==> config.mk <==
export PLATFORM = sky130hd
export DESIGN_NAME = dns_hostname_label_encoder
export DESIGN_NICKNAME = d
export VERILOG_FILES = /design/src/sv/dhle_pkg.sv /design/src/sv/dhle_front.sv /design/src/sv/dhle_back.sv /design/src/sv/dns_hostname_label_encoder.sv
export SDC_FILE = /design/constraint.sdc
export NUM_CORES = 1
export LEC_CHECK = 0
export BUFFER_PORTS_ARGS = -buffer_cell sky130_fd_sc_hd__buf_2
export CAP_MARGIN = 5
export CORE_UTILIZATION = 55
export CTS_CLUSTER_DIAMETER = 100
export DETAILED_ROUTE_END_ITERATION = 8
export PLACE_DENSITY = 0.73
export SLEW_MARGIN = 20
export SYNTH_ARGS = -nofsm -noshare
export SYNTH_HDL_FRONTEND = slang
export SYNTH_SLANG_ARGS = --single-unit
==> constraint.sdc <==
create_clock -name clock -period 7.16 [get_ports clock]
set_clock_uncertainty 0.2 [all_clocks]
set_input_delay 0.358 -clock clock [delete_from_list [all_inputs] [get_ports clock]]
set_output_delay 0.358 -clock clock [all_outputs]
set_load 0.01 [all_outputs]
==> src/sv/dhle_pkg.sv <==
// Package for the DNS host name label encoder.
// Holds the buffer sizing constants, command codes and the command type.
// No dependencies.
`timescale 1ns / 1ps

package dhle_pkg;

   localparam int LABEL_MAX = 32;
   localparam int CNT_W     = $clog2(LABEL_MAX + 1);
   localparam int ADDR_W    = (LABEL_MAX > 1) ? $clog2(LABEL_MAX) : 1;

   localparam logic [7:0] DOT_CHAR = 8'h2E;

   localparam logic [1:0] OP_STORE = 2'd0;
   localparam logic [1:0] OP_LABEL = 2'd1;
   localparam logic [1:0] OP_END   = 2'd2;

   typedef struct packed {
      logic [1:0] op;
      logic [7:0] ch;
   } cmd_type;

endpackage

==> src/sv/dhle_front.sv <==
// Front end of the label encoder: classifies each input transaction into a
// store, label or end command and queues it in a two-entry FIFO.
// Depends on dhle_pkg.
`timescale 1ns / 1ps

module dhle_front (
   input  logic             clock,
   input  logic             reset,
   input  logic             req_valid,
   output logic             req_stall,
   input  logic [7:0]       req_ch,
   input  logic             req_is_end,
   output logic             cmd_valid,
   input  logic             cmd_stall,
   output dhle_pkg::cmd_type cmd
);
   import dhle_pkg::*;

   cmd_type    queue_ff [2];
   logic       wr_ptr_ff, wr_ptr_in;
   logic       rd_ptr_ff, rd_ptr_in;
   logic [1:0] fill_ff, fill_in;
   cmd_type    new_cmd;
   logic       push, pop;

   always_comb begin
      new_cmd.ch = req_ch;
      if (req_is_end) begin
         new_cmd.op = OP_END;
      end else if (req_ch == DOT_CHAR) begin
         new_cmd.op = OP_LABEL;
      end else begin
         new_cmd.op = OP_STORE;
      end
   end

   assign req_stall = (fill_ff == 2'd2);
   assign cmd_valid = (fill_ff != 2'd0);
   assign cmd       = queue_ff[rd_ptr_ff];
   assign push      = req_valid && !req_stall;
   assign pop       = cmd_valid && !cmd_stall;

   always_comb begin
      wr_ptr_in = push ? !wr_ptr_ff : wr_ptr_ff;
      rd_ptr_in = pop ? !rd_ptr_ff : rd_ptr_ff;
      fill_in   = fill_ff + 2'(push) - 2'(pop);
   end

   always_ff @(posedge clock) begin
      if (reset) begin
         wr_ptr_ff <= 1'b0;
         rd_ptr_ff <= 1'b0;
         fill_ff   <= 2'd0;
      end else begin
         wr_ptr_ff <= wr_ptr_in;
         rd_ptr_ff <= rd_ptr_in;
         fill_ff   <= fill_in;
      end
   end

   always_ff @(posedge clock) begin
      if (push) begin
         queue_ff[wr_ptr_ff] <= new_cmd;
      end
   end

endmodule

==> src/sv/dhle_back.sv <==
// Back end of the label encoder: holds the label buffer and replays it as
// a length byte, label bytes and, on end, terminator via output register.
// Depends on dhle_pkg.
`timescale 1ns / 1ps

module dhle_back (
   input  logic              clock,
   input  logic              reset,
   input  logic              cmd_valid,
   output logic              cmd_stall,
   input  dhle_pkg::cmd_type cmd,
   output logic              rsp_valid,
   input  logic              rsp_stall,
   output logic [7:0]        rsp_out_byte,
   output logic              rsp_name_done,
   output logic              rsp_overflow
);
   import dhle_pkg::*;

   localparam logic [1:0] ST_IDLE = 2'd0;
   localparam logic [1:0] ST_LEN  = 2'd1;
   localparam logic [1:0] ST_BYTE = 2'd2;
   localparam logic [1:0] ST_TERM = 2'd3;

   logic [7:0]       store_mem [LABEL_MAX];
   logic [7:0]       rd_data_ff;
   logic             rd_en;
   logic [ADDR_W-1:0] rd_addr;
   logic             wr_en;

   logic [1:0]       state_ff, state_in;
   logic [CNT_W-1:0] count_ff, count_in;
   logic [CNT_W-1:0] idx_ff, idx_in;
   logic             ovf_ff, ovf_in;
   logic             end_ff, end_in;

   logic             out_free, load;
   logic [7:0]       load_byte;
   logic             load_done;
   logic             rsp_valid_ff;
   logic [7:0]       rsp_byte_ff;
   logic             rsp_done_ff, rsp_ovf_ff;
   logic [CNT_W-1:0] idx_next;

   assign out_free  = !rsp_valid_ff || !rsp_stall;
   assign cmd_stall = (state_ff != ST_IDLE);
   assign idx_next  = idx_ff + CNT_W'(1);

   always_comb begin
      state_in  = state_ff;
      count_in  = count_ff;
      idx_in    = idx_ff;
      ovf_in    = ovf_ff;
      end_in    = end_ff;
      load      = 1'b0;
      load_byte = 8'd0;
      load_done = 1'b0;
      rd_en     = 1'b0;
      rd_addr   = '0;
      wr_en     = 1'b0;
      case (state_ff)
         ST_IDLE: begin
            if (cmd_valid) begin
               if (cmd.op == OP_STORE) begin
                  if (count_ff < CNT_W'(LABEL_MAX)) begin
                     wr_en    = 1'b1;
                     count_in = count_ff + CNT_W'(1);
                  end else begin
                     ovf_in = 1'b1;
                  end
               end else begin
                  end_in   = (cmd.op == OP_END);
                  state_in = ST_LEN;
               end
            end
         end
         ST_LEN: begin
            if (out_free) begin
               load      = 1'b1;
               load_byte = 8'(count_ff);
               rd_en     = 1'b1;
               idx_in    = '0;
               if (count_ff == '0) begin
                  state_in = end_ff ? ST_TERM : ST_IDLE;
               end else begin
                  state_in = ST_BYTE;
               end
            end
         end
         ST_BYTE: begin
            if (out_free) begin
               load      = 1'b1;
               load_byte = rd_data_ff;
               rd_en     = 1'b1;
               rd_addr   = idx_next[ADDR_W-1:0];
               idx_in    = idx_next;
               if (idx_next == count_ff) begin
                  count_in = '0;
                  state_in = end_ff ? ST_TERM : ST_IDLE;
               end
            end
         end
         ST_TERM: begin
            if (out_free) begin
               load      = 1'b1;
               load_done = 1'b1;
               count_in  = '0;
               state_in  = ST_IDLE;
            end
         end
         default: begin
            state_in = ST_IDLE;
         end
      endcase
   end

   always_ff @(posedge clock) begin
      if (reset) begin
         state_ff     <= ST_IDLE;
         count_ff     <= '0;
         idx_ff       <= '0;
         ovf_ff       <= 1'b0;
         end_ff       <= 1'b0;
         rsp_valid_ff <= 1'b0;
      end else begin
         state_ff <= state_in;
         count_ff <= count_in;
         idx_ff   <= idx_in;
         end_ff   <= end_in;
         ovf_ff   <= (load && load_done) ? 1'b0 : ovf_in;
         if (load) begin
            rsp_valid_ff <= 1'b1;
         end else if (!rsp_stall) begin
            rsp_valid_ff <= 1'b0;
         end
      end
   end

   always_ff @(posedge clock) begin
      if (load) begin
         rsp_byte_ff <= load_byte;
         rsp_done_ff <= load_done;
         rsp_ovf_ff  <= ovf_ff;
      end
   end

   always_ff @(posedge clock) begin
      if (wr_en) begin
         store_mem[count_ff[ADDR_W-1:0]] <= cmd.ch;
      end
      if (rd_en) begin
         rd_data_ff <= store_mem[rd_addr];
      end
   end

   assign rsp_valid     = rsp_valid_ff;
   assign rsp_out_byte  = rsp_byte_ff;
   assign rsp_name_done = rsp_done_ff;
   assign rsp_overflow  = rsp_ovf_ff;

endmodule

==> src/sv/dns_hostname_label_encoder.sv <==
// Top level of the DNS host name label encoder.
// Joins the classifying front end and the replaying back end; uses dhle_pkg.
//
// Channel  Direction  Handshake             Payload
// req      in         req_valid/req_stall   req_ch[7:0], req_is_end
// rsp      out        rsp_valid/rsp_stall   rsp_out_byte[7:0], rsp_name_done, rsp_overflow
//
// A character transaction is written into the back end's label buffer unless it
// is full; a dot or end transaction starts a replay of one byte per cycle while
// the response is not stalled (length byte, label bytes, terminator on end).
// The front queue holds two commands, so at most two transactions are taken in
// during a replay before the input stalls.
// Reset is synchronous and clears the queue, counters and output valid.
// A stalled response holds its register; the back end waits with it.
`timescale 1ns / 1ps

module dns_hostname_label_encoder (
   input  logic       clock,
   input  logic       reset,
   input  logic       req_valid,
   output logic       req_stall,
   input  logic [7:0] req_ch,
   input  logic       req_is_end,
   output logic       rsp_valid,
   input  logic       rsp_stall,
   output logic [7:0] rsp_out_byte,
   output logic       rsp_name_done,
   output logic       rsp_overflow
);
   import dhle_pkg::*;

   cmd_type cmd;
   logic    cmd_valid;
   logic    cmd_stall;

   dhle_front u_front (
      .clock      (clock),
      .reset      (reset),
      .req_valid  (req_valid),
      .req_stall  (req_stall),
      .req_ch     (req_ch),
      .req_is_end (req_is_end),
      .cmd_valid  (cmd_valid),
      .cmd_stall  (cmd_stall),
      .cmd        (cmd)
   );

   dhle_back u_back (
      .clock         (clock),
      .reset         (reset),
      .cmd_valid     (cmd_valid),
      .cmd_stall     (cmd_stall),
      .cmd           (cmd),
      .rsp_valid     (rsp_valid),
      .rsp_stall     (rsp_stall),
      .rsp_out_byte  (rsp_out_byte),
      .rsp_name_done (rsp_name_done),
      .rsp_overflow  (rsp_overflow)
   );

endmodule

==> metrics.csv, run 1 <==
metric,value,unit
report.final.setup_viol,0,
synth_enable_flop_cells,294,
fillers,1766,
synth_xor_area_share,1.167,%
layout_nets,967,
synth_top_family_by_area,compound AO/OA/AOI/OAI gates,
cts_tree,yes,
cp_slowest_cell,sky130_fd_sc_hd__a21boi_4,
power.switching,0.001155,W
synth_seq_cells,316,
cp-end-kind,register,
rr_startpoint,u_back.state_ff[0]$_SDFFE_PP0P_,
critPathKind,reg -> reg,
final.min_clock_period,3917,ps
synthesis.area_per_instance,14.41,um^2
arrival,4120,ps
clk_root_buffer_cell,sky130_fd_sc_hd__clkbuf_16,
leakage,4.661,nW
io_buffers,24,
layout_worst_path_cycle_share,54.71,%
gr-total-overflow,0,
routed-via-count,8218,
drt_pre_antenna_iters,6,
combinationalPowerShare,12.2,%
place.detailed.instances,1220,
cts_max_path_buffers,3,
first_global_vias,7917,
syn-num-nets,946,
mappedNetlistArea,13290,um^2
switching_share_of_total_power,25.26,%
finalHoldViolCount,0,
crit_fanout,25,
detailedPlacementHpwl,19.43,mm
reg2regPathDepth,9,
yosys.cell_types.count,72,
globalplace.congestion,0.9541,
reg2reg_slack,3240,ps
timing.critical_path.cells,inv_1 > ha_1 > a21boi_4 > nand2_1 > buf_4 > nor3_1 > a32o_1 > a31oi_1 > o211ai_1,
cts_clk_pin_slew_worst_paths,70,ps
synth_compound_area_share,10.85,%
holdCritPathClass,in -> reg,
initial_utilization,56.28,%
synthCells,922,
clkPwrFrac,36.9,%
muxShareOfSynthArea,6.411,%
routed_wire_length_per_instance,24.29,um
worstHoldEndpoint,u_front.wr_ptr_ff$_SDFFE_PP0P_,
worstReg2RegEnd,u_back.rd_data_ff[5]$_DFFE_PP_,
floorplan.io_pins,25,
number_of_antenna_violations_at_the_first_check_in_global_routing,0,
p_int,0.003416,W
hold_depth,4,
die_w,157.5,um
synth_async_sr_flop_share,0,%
timing.critical_path.slowest_cell_delay,690,ps
floorplan_die_area,24790,um^2
setup-tns-final,0,ps
status,"complete, no violations",
layout-area-overhead-vs-synth,11.25,%
synth-adder-area-share,1.036,%
synth_warnings,0,
seq_area_frac_synth,69.74,%
grt_max_degree,59,
worst_ir_drop_vdd,0.0001930,V
sequentialPowerShare,50.9,%
final_layout_size_suffix_gt1_share,14.26,%
worst_slew_margin_rel,25.07,%
rsz0062_at_grt,false,
startpoint_type,register,
clk_latency,570,ps
hold_path_startpoint,req_valid,
max_cap_viol_count,0,
power_per_cell_area,309.1,nW/um^2
route.detailed.drc,0,
route.detailed.vias_per_inst,6.385,
post_synthesis_simple_gate_area_fraction,8.464,%
final_antenna_net_count,0,
groute.usage.overall,26.07,%
synth_flop_cell,sky130_fd_sc_hd__edfxtp_1,
core,23610,um^2
num_rows,56,
worst-endpoint-required,7360,ps
slew_violations,0,
first_iter_violations,1016,
fp.dieH,157.5,um
cts_max_level,1,
post_layout_cell_count,1287,
cts-buffers-inserted,31,
tightestPinTransition,1114,ps
grt_first_pass_wirelength,47.11,mm
maxClockFrequency,255.3,MHz
num_antenna_cells,0,
routed_wirelength,31.26,mm
clock-sinks,316,
==> kinds of logic (layout without fill, tap and decap cells) <==
family,Yosys count,count (layout)
flops,316,316
simple gates,243,243
compound gates,204,204
buf+inv,70,116
mux,62,62
xor+xnor,16,16
fa+ha+maj,11,11
==> cell usage after synthesis, drive strengths merged, types with 11 or more instances <==
cell type | count | area (um^2)
mux2 | 25 | 281.5
or3 | 11 | 68.82
edfxtp | 294 | 8828
nand2 | 67 | 259.0
nor2 | 82 | 320.3
inv | 16 | 60.06
ha | 11 | 137.6
mux4 | 16 | 360.4
nor3 | 20 | 100.1
a31oi | 12 | 75.07
mux2i | 21 | 210.2
buf | 25 | 140.1
clkbuf | 28 | 105.1
o211ai | 25 | 187.7
o21ai | 39 | 195.2
dfxtp | 22 | 440.4
nand3 | 28 | 140.1
a21oi | 33 | 165.2
==> state kept, by name, summed over array words and instances (netlist names), 2 cells and up, named ones only <==
name	cells
u_back.state_ff	2
u_back.store_mem	256
u_back.rsp_out_byte	8
u_back.count_ff	6
u_front.queue_ff	20
u_back.rd_data_ff	8
u_front.fill_ff	2
u_back.idx_ff	6
==> cell type report <==
class	count	area [um^2]	share of cell area, %
multi-input combinational	536	3724	25.18
sequential	316	9270	62.70
tap	319	399.1	2.700
clock buffer	34	787.0	5.323
clock inverter	24	271.5	1.836
timing repair buffer	41	270.3	1.828
inverter	17	63.81	0.4316
==> per-stage QoR <==
step,power [W],area [um^2],utilization [%],hold WS (ps),setup slack (ps)
2_1_floorplan,0.002678,13290,-,209.0,4558
3_3_place_gp,0.002892,13640,57.75,224.5,3354
5_1_grt,0.004699,14790,62.62,38.98,2921
3_5_place_dp,0.002909,13640,57.75,223.8,3328
4_1_cts,0.004574,14790,62.62,20.53,3297
6_report,0.004571,14790,62.62,12.78,3243
==> power groups by stage <==
| stage | combinational (W) | sequential [W] | clock (W) |
|---|---|---|---|
| CTS | 0.000554 | 0.00232 | 0.00170 |
| finish | 0.000559 | 0.00233 | 0.00169 |
| floorplan | 0.000344 | 0.00233 | 0 |
| global route | 0.000601 | 0.00233 | 0.00177 |
| global placement | 0.000532 | 0.00236 | 0 |
| detailed placement | 0.000548 | 0.00236 | 0 |
==> cell usage in the layout, fill, tap and decap left out, drive strengths merged, types with 6 or more instances in the layout <==
cell / instances
nand2b: 9
o22ai: 9
nor2: 82
mux4: 16
o22a: 6
xor2: 7
dlygate4sd3: 9
xnor2: 9
nand3: 28
o211ai: 25
a221oi: 8
mux2i: 21
clkbuf: 34
a31oi: 12
clkinv: 18
o21ai: 39
a22oi: 7
inv: 17
or3: 11
bufinv: 6
dfxtp: 22
mux2: 25
buf: 32
ha: 11
edfxtp: 294
nand2: 67
nor3: 20
a21oi: 33
==> metal layers <==
metal  track usage, %  wire (um)  vias to the layer above
li1                 -          -                     3638
met1            35.34      12440                     4029
met2            40.62      14640                      462
met3            5.809       2968                       89
met4            11.37       1216                        0
met5                0          0                        -
==> worst max-delay path, delay by kind of cell (launching register included) <==
kind	cells	cell delay, ps
AO/OA/AOI/OAI	4	1180
buffers and inverters	2	440
adder cells (fa/ha/maj)	1	540
flip-flops	1	330
AND/OR/NAND/NOR	2	1060
==> how the worst max path moves through the flow <==
stage	start	depth (start not counted)	slack, ps	endpoint
detailed placement	u_back.state_ff[0]$_SDFFE_PP0P_	9	3330	u_back.rd_data_ff[5]$_DFFE_PP_
global placement	u_back.state_ff[0]$_SDFFE_PP0P_	9	3350	u_back.rd_data_ff[5]$_DFFE_PP_
finish	u_back.state_ff[0]$_SDFFE_PP0P_	9	3240	u_back.rd_data_ff[5]$_DFFE_PP_
floorplan	u_back.state_ff[0]$_SDFFE_PP0P_	9	4560	u_back.rd_data_ff[5]$_DFFE_PP_
global route	u_back.state_ff[0]$_SDFFE_PP0P_	9	2920	u_back.rd_data_ff[5]$_DFFE_PP_
CTS	u_back.state_ff[0]$_SDFFE_PP0P_	9	3300	u_back.rd_data_ff[5]$_DFFE_PP_
==> repair_timing <==
item / 4_1_cts / 5_1_grt
gates resized for setup: 0 / 0
endpoints found under the hold margin: 20 / 0
setup buffers: 0 / 0
hold buffers: 9 / 0
(Power assumes the default switching activity.)
==> run 2: changes to the inputs <==
--- a/config.mk
+++ b/config.mk
@@ -5,6 +5,7 @@
 export SDC_FILE = /design/constraint.sdc
 export NUM_CORES = 1
 export LEC_CHECK = 0
+export ABC_AREA = 1
 export BUFFER_PORTS_ARGS = -buffer_cell sky130_fd_sc_hd__buf_2
 export CAP_MARGIN = 5
 export CORE_UTILIZATION = 55
==> constraint.sdc (replaced) <==
create_clock -name clock -period 3.7 [get_ports clock]
set_clock_uncertainty 0.2 [all_clocks]
set_input_delay 0.185 -clock clock [delete_from_list [all_inputs] [get_ports clock]]
set_output_delay 0.185 -clock clock [all_outputs]
set_load 0.01 [all_outputs]
==> run 2 against run 1 <==
Routed wire length down 1.4%. Via count up 8.8%. Register-to-register slack worse by 2700 ps. Die area up 0.59%. Global-route usage down 0.32 points. Non-clock buffer count up 17. Sequential power up 98%. Final area up 1.6%. Critical path depth down 3. Area after synthesis up 0.60%.
==> metrics.csv, run 2 <==
metric,value,unit,change
status,"complete, no violations",,
drt_pre_antenna_iters,6,,unchanged
max_cap_viol_count,0,,unchanged
synth_top_area_share,66.03,%,-0.40 points
postCtsSetupBuffers,0,,unchanged
routed_wire_length_per_instance,19.72,um,-19%
layout-area-overhead-vs-synth,12.38,%,
arrival,3090,ps,-1030 ps
final_layout_size_suffix_gt1_share,9.646,%,-4.6 points
postCtsHoldBufs,12,,+3
routed-via-count,8938,,+8.8%
power.switching,0.003052,W,+160%
final.min_clock_period,3156,ps,-761.2 ps
holdCritPathClass,in -> reg,,
timing.critical_path.cells,o21ai_0 > nor2_1 > nand2_1 > nor3_1 > nand2_1 > nor2_1,,
rsz0062_at_grt,false,,
clk_latency,520,ps,-50 ps
route.met2.wl,14.73,mm,+0.57%
grt_first_pass_wirelength,47.15,mm,about the same
final_antenna_net_count,0,,unchanged
routed_wirelength,30.83,mm,-1.4%
route.detailed.drc,0,,unchanged
layout_common_cells,"sky130_fd_sc_hd__edfxtp_1 (294), sky130_fd_sc_hd__nand2_1 (230), sky130_fd_sc_hd__nor2_1 (142)",,
startpoint_type,register,,
reg2reg_slack,540,ps,-2700 ps
cts_repair_resize_count,0,,unchanged
worst_ir_drop_vdd,0.0006398,V,+230%
floorplan.io_pins,25,,unchanged
power_per_cell_area,662.2,nW/um^2,+110%
yosys.cell_types.count,32,,-56%
leakage,5.470,nW,+17%
worstReg2RegEnd,u_back.store_mem[8][7]$_DFFE_PP_,,
clock-sinks,316,,unchanged
cts_max_path_buffers,3,,unchanged
core,23680,um^2,+0.30%
synth_warnings,0,,unchanged
cp-end-kind,register,,
sequentialPowerShare,46.3,%,-4.6 points
critPathKind,reg -> reg,,
cts-buffers-inserted,34,,+9.7%
groute.usage.overall,25.75,%,-0.32 points
tightestPinTransition,925.4,ps,-188.4 ps
synth.top_cells.by_count,"sky130_fd_sc_hd__edfxtp_1 (294), sky130_fd_sc_hd__nand2_1 (230), sky130_fd_sc_hd__nor2_1 (142), sky130_fd_sc_hd__nand3_1 (120), sky130_fd_sc_hd__inv_1 (101)",,
yosys.area.top_type,sky130_fd_sc_hd__edfxtp_1,,
maxClockFrequency,316.8,MHz,+24%
cts_tree,yes,,
initial_utilization,56.46,%,+0.17 points
floorplan_die_area,24940,um^2,+0.59%
cts_clk_pin_slew_worst_paths,60,ps,about the same
max_reg_flops,256,,unchanged
fp.dieH,157.9,um,+0.30%
synth_seq_cells,316,,unchanged
wl_met1,12.75,mm,+2.5%
globalplace.congestion,0.8841,,-7.3%
num_rows,56,,unchanged
syn-num-nets,1206,,+27%
setup-tns-final,0,ps,unchanged
layout_worst_path_cycle_share,85.30,%,+31 points
yosys-top-cells-area,"sky130_fd_sc_hd__edfxtp_1 (66%), sky130_fd_sc_hd__nand2_1 (6.5%), sky130_fd_sc_hd__nand3_1 (4.5%)",,
synth_async_sr_flop_share,0,%,unchanged
synthCells,1182,,+28%
synth_flop_cell,sky130_fd_sc_hd__edfxtp_1,,
synthesis.area_per_instance,11.31,um^2,-22%
worst_slew_margin_rel,38.31,%,+13 points
cts_max_level,2,,+1
detailedPlacementHpwl,18.64,mm,-4.1%
combinationalPowerShare,20.8,%,+8.6 points
timing.critical_path.slowest_cell_delay,660,ps,-30 ps
num_antenna_cells,0,,unchanged
slew_violations,0,,unchanged
clk_root_buffer_cell,sky130_fd_sc_hd__clkbuf_16,,
placed_cell_area,13810,um^2,+1.3%
hold_path_startpoint,req_ch[3],,
report.final.setup_viol,0,,unchanged
clkPwrFrac,32.9,%,-4.0 points
number_of_antenna_violations_at_the_first_check_in_global_routing,0,,unchanged
seq_area_frac_synth,69.32,%,-0.42 points
routed.top_layer,met4,,
layout_commonest_cell,sky130_fd_sc_hd__edfxtp_1,,
route.detailed.vias_per_inst,5.718,,-10%
first_global_vias,8627,,+9.0%
reg2regPathDepth,6,,-3
finalHoldViolCount,0,,unchanged
mappedNetlistArea,13370,um^2,+0.60%
io_buffers,24,,unchanged
layout_nets,1242,,+28%
hold_depth,2,,-2
cp_slowest_cell,sky130_fd_sc_hd__nor2_1,,
first_iter_violations,896,,-12%
worstHoldEndpoint,u_front.queue_ff[0][3]$_DFFE_PP_,,
crit_fanout,12,,-52%
grt_max_degree,77,,+31%
met3_wire_length,2.408,mm,-19%
synth.most_common_cell,sky130_fd_sc_hd__edfxtp_1,,
switching_share_of_total_power,30.67,%,+5.4 points
fin_area,15030,um^2,+1.6%
synth_enable_flop_cells,294,,unchanged
worst-endpoint-required,3630,ps,-3730 ps
p_int,0.006898,W,+100%
die_w,157.9,um,+0.30%
gr-total-overflow,0,,unchanged
==> run 2: worst max-delay path by stage <==
stage,from,end,slack [ps],cells after the start
5_1_grt,register,u_back.store_mem[24][6]$_DFFE_PP_,300,6
4_1_cts,register,u_back.store_mem[8][7]$_DFFE_PP_,550,6
2_1_floorplan,u_back.state_ff[1]$_SDFFE_PP0P_,u_back.store_mem[0][0]$_DFFE_PP_,1410,6
6_report,register,u_back.store_mem[8][7]$_DFFE_PP_,540,6
3_3_place_gp,register,u_back.store_mem[12][3]$_DFFE_PP_,630,6
3_5_place_dp,register,u_back.store_mem[8][6]$_DFFE_PP_,570,6
==> run 2: per-layer routing <==
metal | vias to the layer above | global-route usage [%]
li1 | 4198 | -
met1 | 4273 | 35.19
met2 | 390 | 42.06
met3 | 77 | 3.449
met4 | 0 | 9.986
met5 | - | 0
==> run 2: logic make-up (layout without fill, tap and decap cells) <==
kind of cell	count (synthesis)	count (layout)	share of synthesized area, %
buffers and inverters	166	228	5.119
adder cells (fa/ha/maj)	11	11	1.029
multiplexers	8	8	0.6738
AO/OA/AOI/OAI	168	168	7.870
AND/OR/NAND/NOR	512	512	15.92
flip-flops	316	316	69.32
XOR/XNOR	1	1	0.06552
==> run 2: power by group through the flow <==
| stage | Combinational [W] | Sequential, W | Clock [W] |
|---|---|---|---|
| 4_1_cts | 0.00205 | 0.00460 | 0.00330 |
| 2_1_floorplan | 0.00137 | 0.00459 | 0 |
| 5_1_grt | 0.00228 | 0.00463 | 0.00343 |
| 3_3_place_gp | 0.00200 | 0.00467 | 0 |
| 6_report | 0.00207 | 0.00461 | 0.00328 |
| 3_5_place_dp | 0.00203 | 0.00468 | 0 |
==> run 2: area by class of cell <==
class,count,area (um^2)
inverter,108,405.4
clock buffer,49,991.0
clock inverter,13,101.3
tap,319,399.1
timing repair buffer,58,442.9
fill,1873,8657
multi-input combinational,700,3417
sequential,316,9269
==> run 2: critical path: cells and delay by family, from the launching register on <==
family / cells / cell delay, ps
simple gates: 5 / 1730
flops: 1 / 600
compound gates: 1 / 240
==> run 2: stage by stage <==
step / instances / power, W / worst slack (ps) / util [%] / hold slack (ps)
global placement: 1489 / 0.006672 / 633.4 / 58.33 / 193.3
global route: 1563 / 0.01034 / 304.3 / 63.45 / 223.1
floorplan: 1182 / 0.005957 / 1414 / - / 83.87
finish: 1563 / 0.009949 / 543.9 / 63.45 / 214.9
detailed placement: 1489 / 0.006705 / 571.1 / 58.33 / 195.8
CTS: 1563 / 0.009958 / 547.3 / 63.45 / 198.6
==> run 3: changes to the inputs <==
==> constraint.sdc (replaced) <==
create_clock -name clock -period 3.72 [get_ports clock]
set_clock_uncertainty 0.2 [all_clocks]
set_input_delay 0.186 -clock clock [delete_from_list [all_inputs] [get_ports clock]]
set_output_delay 0.186 -clock clock [all_outputs]
set_load 0.01 [all_outputs]
==> run 3 against run 2 <==
Largest power group unchanged. Non-clock buffer count shrank 2. Combinational power is essentially flat. Routed wire length shrank 1.4%. First-iteration DRC count shrank 4.1%. Sequential power is essentially flat. Sequential share of layout area grew 0.34 points. Critical path depth is the same. Final cell count shrank 0.45%. Setup slack gained 39 ps. Critical endpoint is now u_back.store_mem[12][7]$_DFFE_PP_.
==> metrics.csv, run 3 (synthesized netlist as in run 2, its figures left out) <==
metric,value,unit,change
holdCritPathClass,in -> reg,,
report.power.total,0.009737,W,-2.1%
io_buffers,24,,unchanged
num_antenna_cells,0,,unchanged
layout-area-overhead-vs-synth,11.77,%,
routed_wire_length_per_instance,19.53,um,-0.99%
final.min_clock_period,3137,ps,-18.72 ps
number_of_antenna_violations_at_the_first_check_in_global_routing,0,,unchanged
clock-sinks,316,,unchanged
worst_ir_drop_vdd,0.0004760,V,-26%
detailedPlacementHpwl,18.56,mm,-0.39%
critPathKind,reg -> reg,,
setup-tns-final,0,ps,unchanged
drt_pre_antenna_iters,5,,-1
route.detailed.drc,0,,unchanged
cp_slowest_cell,sky130_fd_sc_hd__nor2_1,,
tightestPinTransition,903.9,ps,-21.52 ps
floorplan_die_area,24940,um^2,unchanged
max_reg_flops,256,,unchanged
cts_max_path_buffers,3,,unchanged
cts_max_level,1,,-1
layout_worst_path_cycle_share,84.34,%,-0.96 points
reg2regPathDepth,6,,unchanged
clk_latency,550,ps,+30 ps
routed_wirelength,30.39,mm,-1.4%
leakage,5.414,nW,-1.0%
worst-endpoint-required,3710,ps,+80 ps
hold_depth,2,,unchanged
status,"complete, no violations",,
hold_path_startpoint,req_ch[7],,
gr-total-overflow,0,,unchanged
fp.dieH,157.9,um,unchanged
initial_utilization,56.46,%,unchanged
die_w,157.9,um,unchanged
layout_common_cells,"sky130_fd_sc_hd__edfxtp_1 (294), sky130_fd_sc_hd__nand2_1 (230), sky130_fd_sc_hd__nor2_1 (142)",,
num_rows,56,,unchanged
worstHoldEndpoint,u_front.queue_ff[0][7]$_DFFE_PP_,,
reg2reg_slack,580,ps,+40 ps
slew_violations,0,,unchanged
timing.critical_path.slowest_cell_delay,670,ps,about the same
cts_tree,yes,,
fillers,1859,,-0.75%
arrival,3120,ps,+30 ps
worst_slew_margin_rel,39.74,%,+1.4 points
cp-end-kind,register,,
groute.usage.overall,25.38,%,-0.37 points
maxClockFrequency,318.7,MHz,+0.60%
grt_max_degree,77,,unchanged
crit_fanout,12,,unchanged
cts-buffers-inserted,31,,-8.8%
layout_nets,1237,,-0.40%
layout_commonest_cell,sky130_fd_sc_hd__edfxtp_1,,
power_per_cell_area,651.6,nW/um^2,-1.6%
startpoint_type,register,,
final_antenna_net_count,0,,unchanged
final_layout_size_suffix_gt1_share,8.973,%,-0.67 points
timing.critical_path.cells,o21ai_0 > nor2_1 > nand2_1 > nor3_1 > nand2_1 > nor2_1,,
utilization,63.10,%,-0.34 points
finalHoldViolCount,0,,unchanged
core,23680,um^2,unchanged
cts_repair_resize_count,0,,unchanged
route.detailed.vias_per_inst,5.692,,-0.47%
first_iter_violations,859,,-4.1%
cts_clk_pin_slew_worst_paths,60,ps,about the same
floorplan.io_pins,25,,unchanged
first_global_vias,8575,,-0.60%
hold-worst-slack,177.2,ps,-37.67 ps
clk_root_buffer_cell,sky130_fd_sc_hd__clkbuf_16,,
grt_first_pass_wirelength,46.92,mm,-0.48%
report.final.setup_viol,0,,unchanged
worstReg2RegEnd,u_back.store_mem[12][7]$_DFFE_PP_,,
max_cap_viol_count,0,,unchanged
globalplace.congestion,0.8630,,-2.4%
routed-via-count,8856,,-0.92%
rsz0062_at_grt,false,,
-- run 3: layer usage --
metal  vias up  global-route usage (%)  part of all wire [%]
li1       4197                       -                     -
met1      4181                   34.91                    41
met2       408                   40.93                    47
met3        70                   4.161                   8.6
met4         0                   9.200                   3.0
met5         -                       0                     0
-- run 3: what timing repair did --
item                                   CTS  global route
endpoints found under the hold margin   32             0
buffers inserted                         0             0
hold buffers                            12             0
-- run 3: metrics by stage --
| stage | cell area, um^2 | std cells | setup WS (ps) |
|---|---|---|---|
| finish | 14940 | 1556 | 582.6 |
| global placement | 13810 | 1487 | 688.8 |
| floorplan | 13370 | 1182 | 1434 |
| detailed placement | 13810 | 1487 | 613.9 |
| CTS | 14940 | 1556 | 615.9 |
| global route | 14940 | 1556 | 257.4 |
-- run 3: final cells by class --
type / instances / area, um^2 / share of cell area, %
Sequential cell: 316 / 9269 / 62.02
Timing Repair Buffer: 56 / 440.4 / 2.947
Multi-Input combinational cell: 700 / 3417 / 22.87
Clock inverter: 16 / 180.2 / 1.206
Inverter: 108 / 405.4 / 2.713
Tap cell: 319 / 399.1 / 2.671
Clock buffer: 41 / 833.3 / 5.576
-- run 3: where the power goes --
| group | total [W] | internal (W) | switching, W |
|---|---|---|---|
| sequential | 0.00458 | 0.00441 | 0.000177 |
| clock | 0.00311 | 0.00184 | 0.00127 |
| combinational | 0.00205 | 0.000522 | 0.00152 |
-- run 3: how the worst max path moves through the flow --
stage	start	to	slack [ps]	cells past startpoint
after global placement	register	u_back.store_mem[12][3]$_DFFE_PP_	690	6
after global routing	register	u_back.store_mem[8][1]$_DFFE_PP_	260	6
after floorplan	u_back.state_ff[1]$_SDFFE_PP0P_	u_back.store_mem[0][0]$_DFFE_PP_	1430	6
after detailed placement	register	u_back.store_mem[22][3]$_DFFE_PP_	610	6
final	register	u_back.store_mem[12][7]$_DFFE_PP_	580	6
after CTS	register	u_back.store_mem[22][3]$_DFFE_PP_	620	6
-- run 3: worst max-delay path, delay by kind of cell (launching register included) --
family	cells	cell delay, ps
AOI/OAI and AO/OA	1	240
and+or+nand+nor	5	1730
DFF	1	590
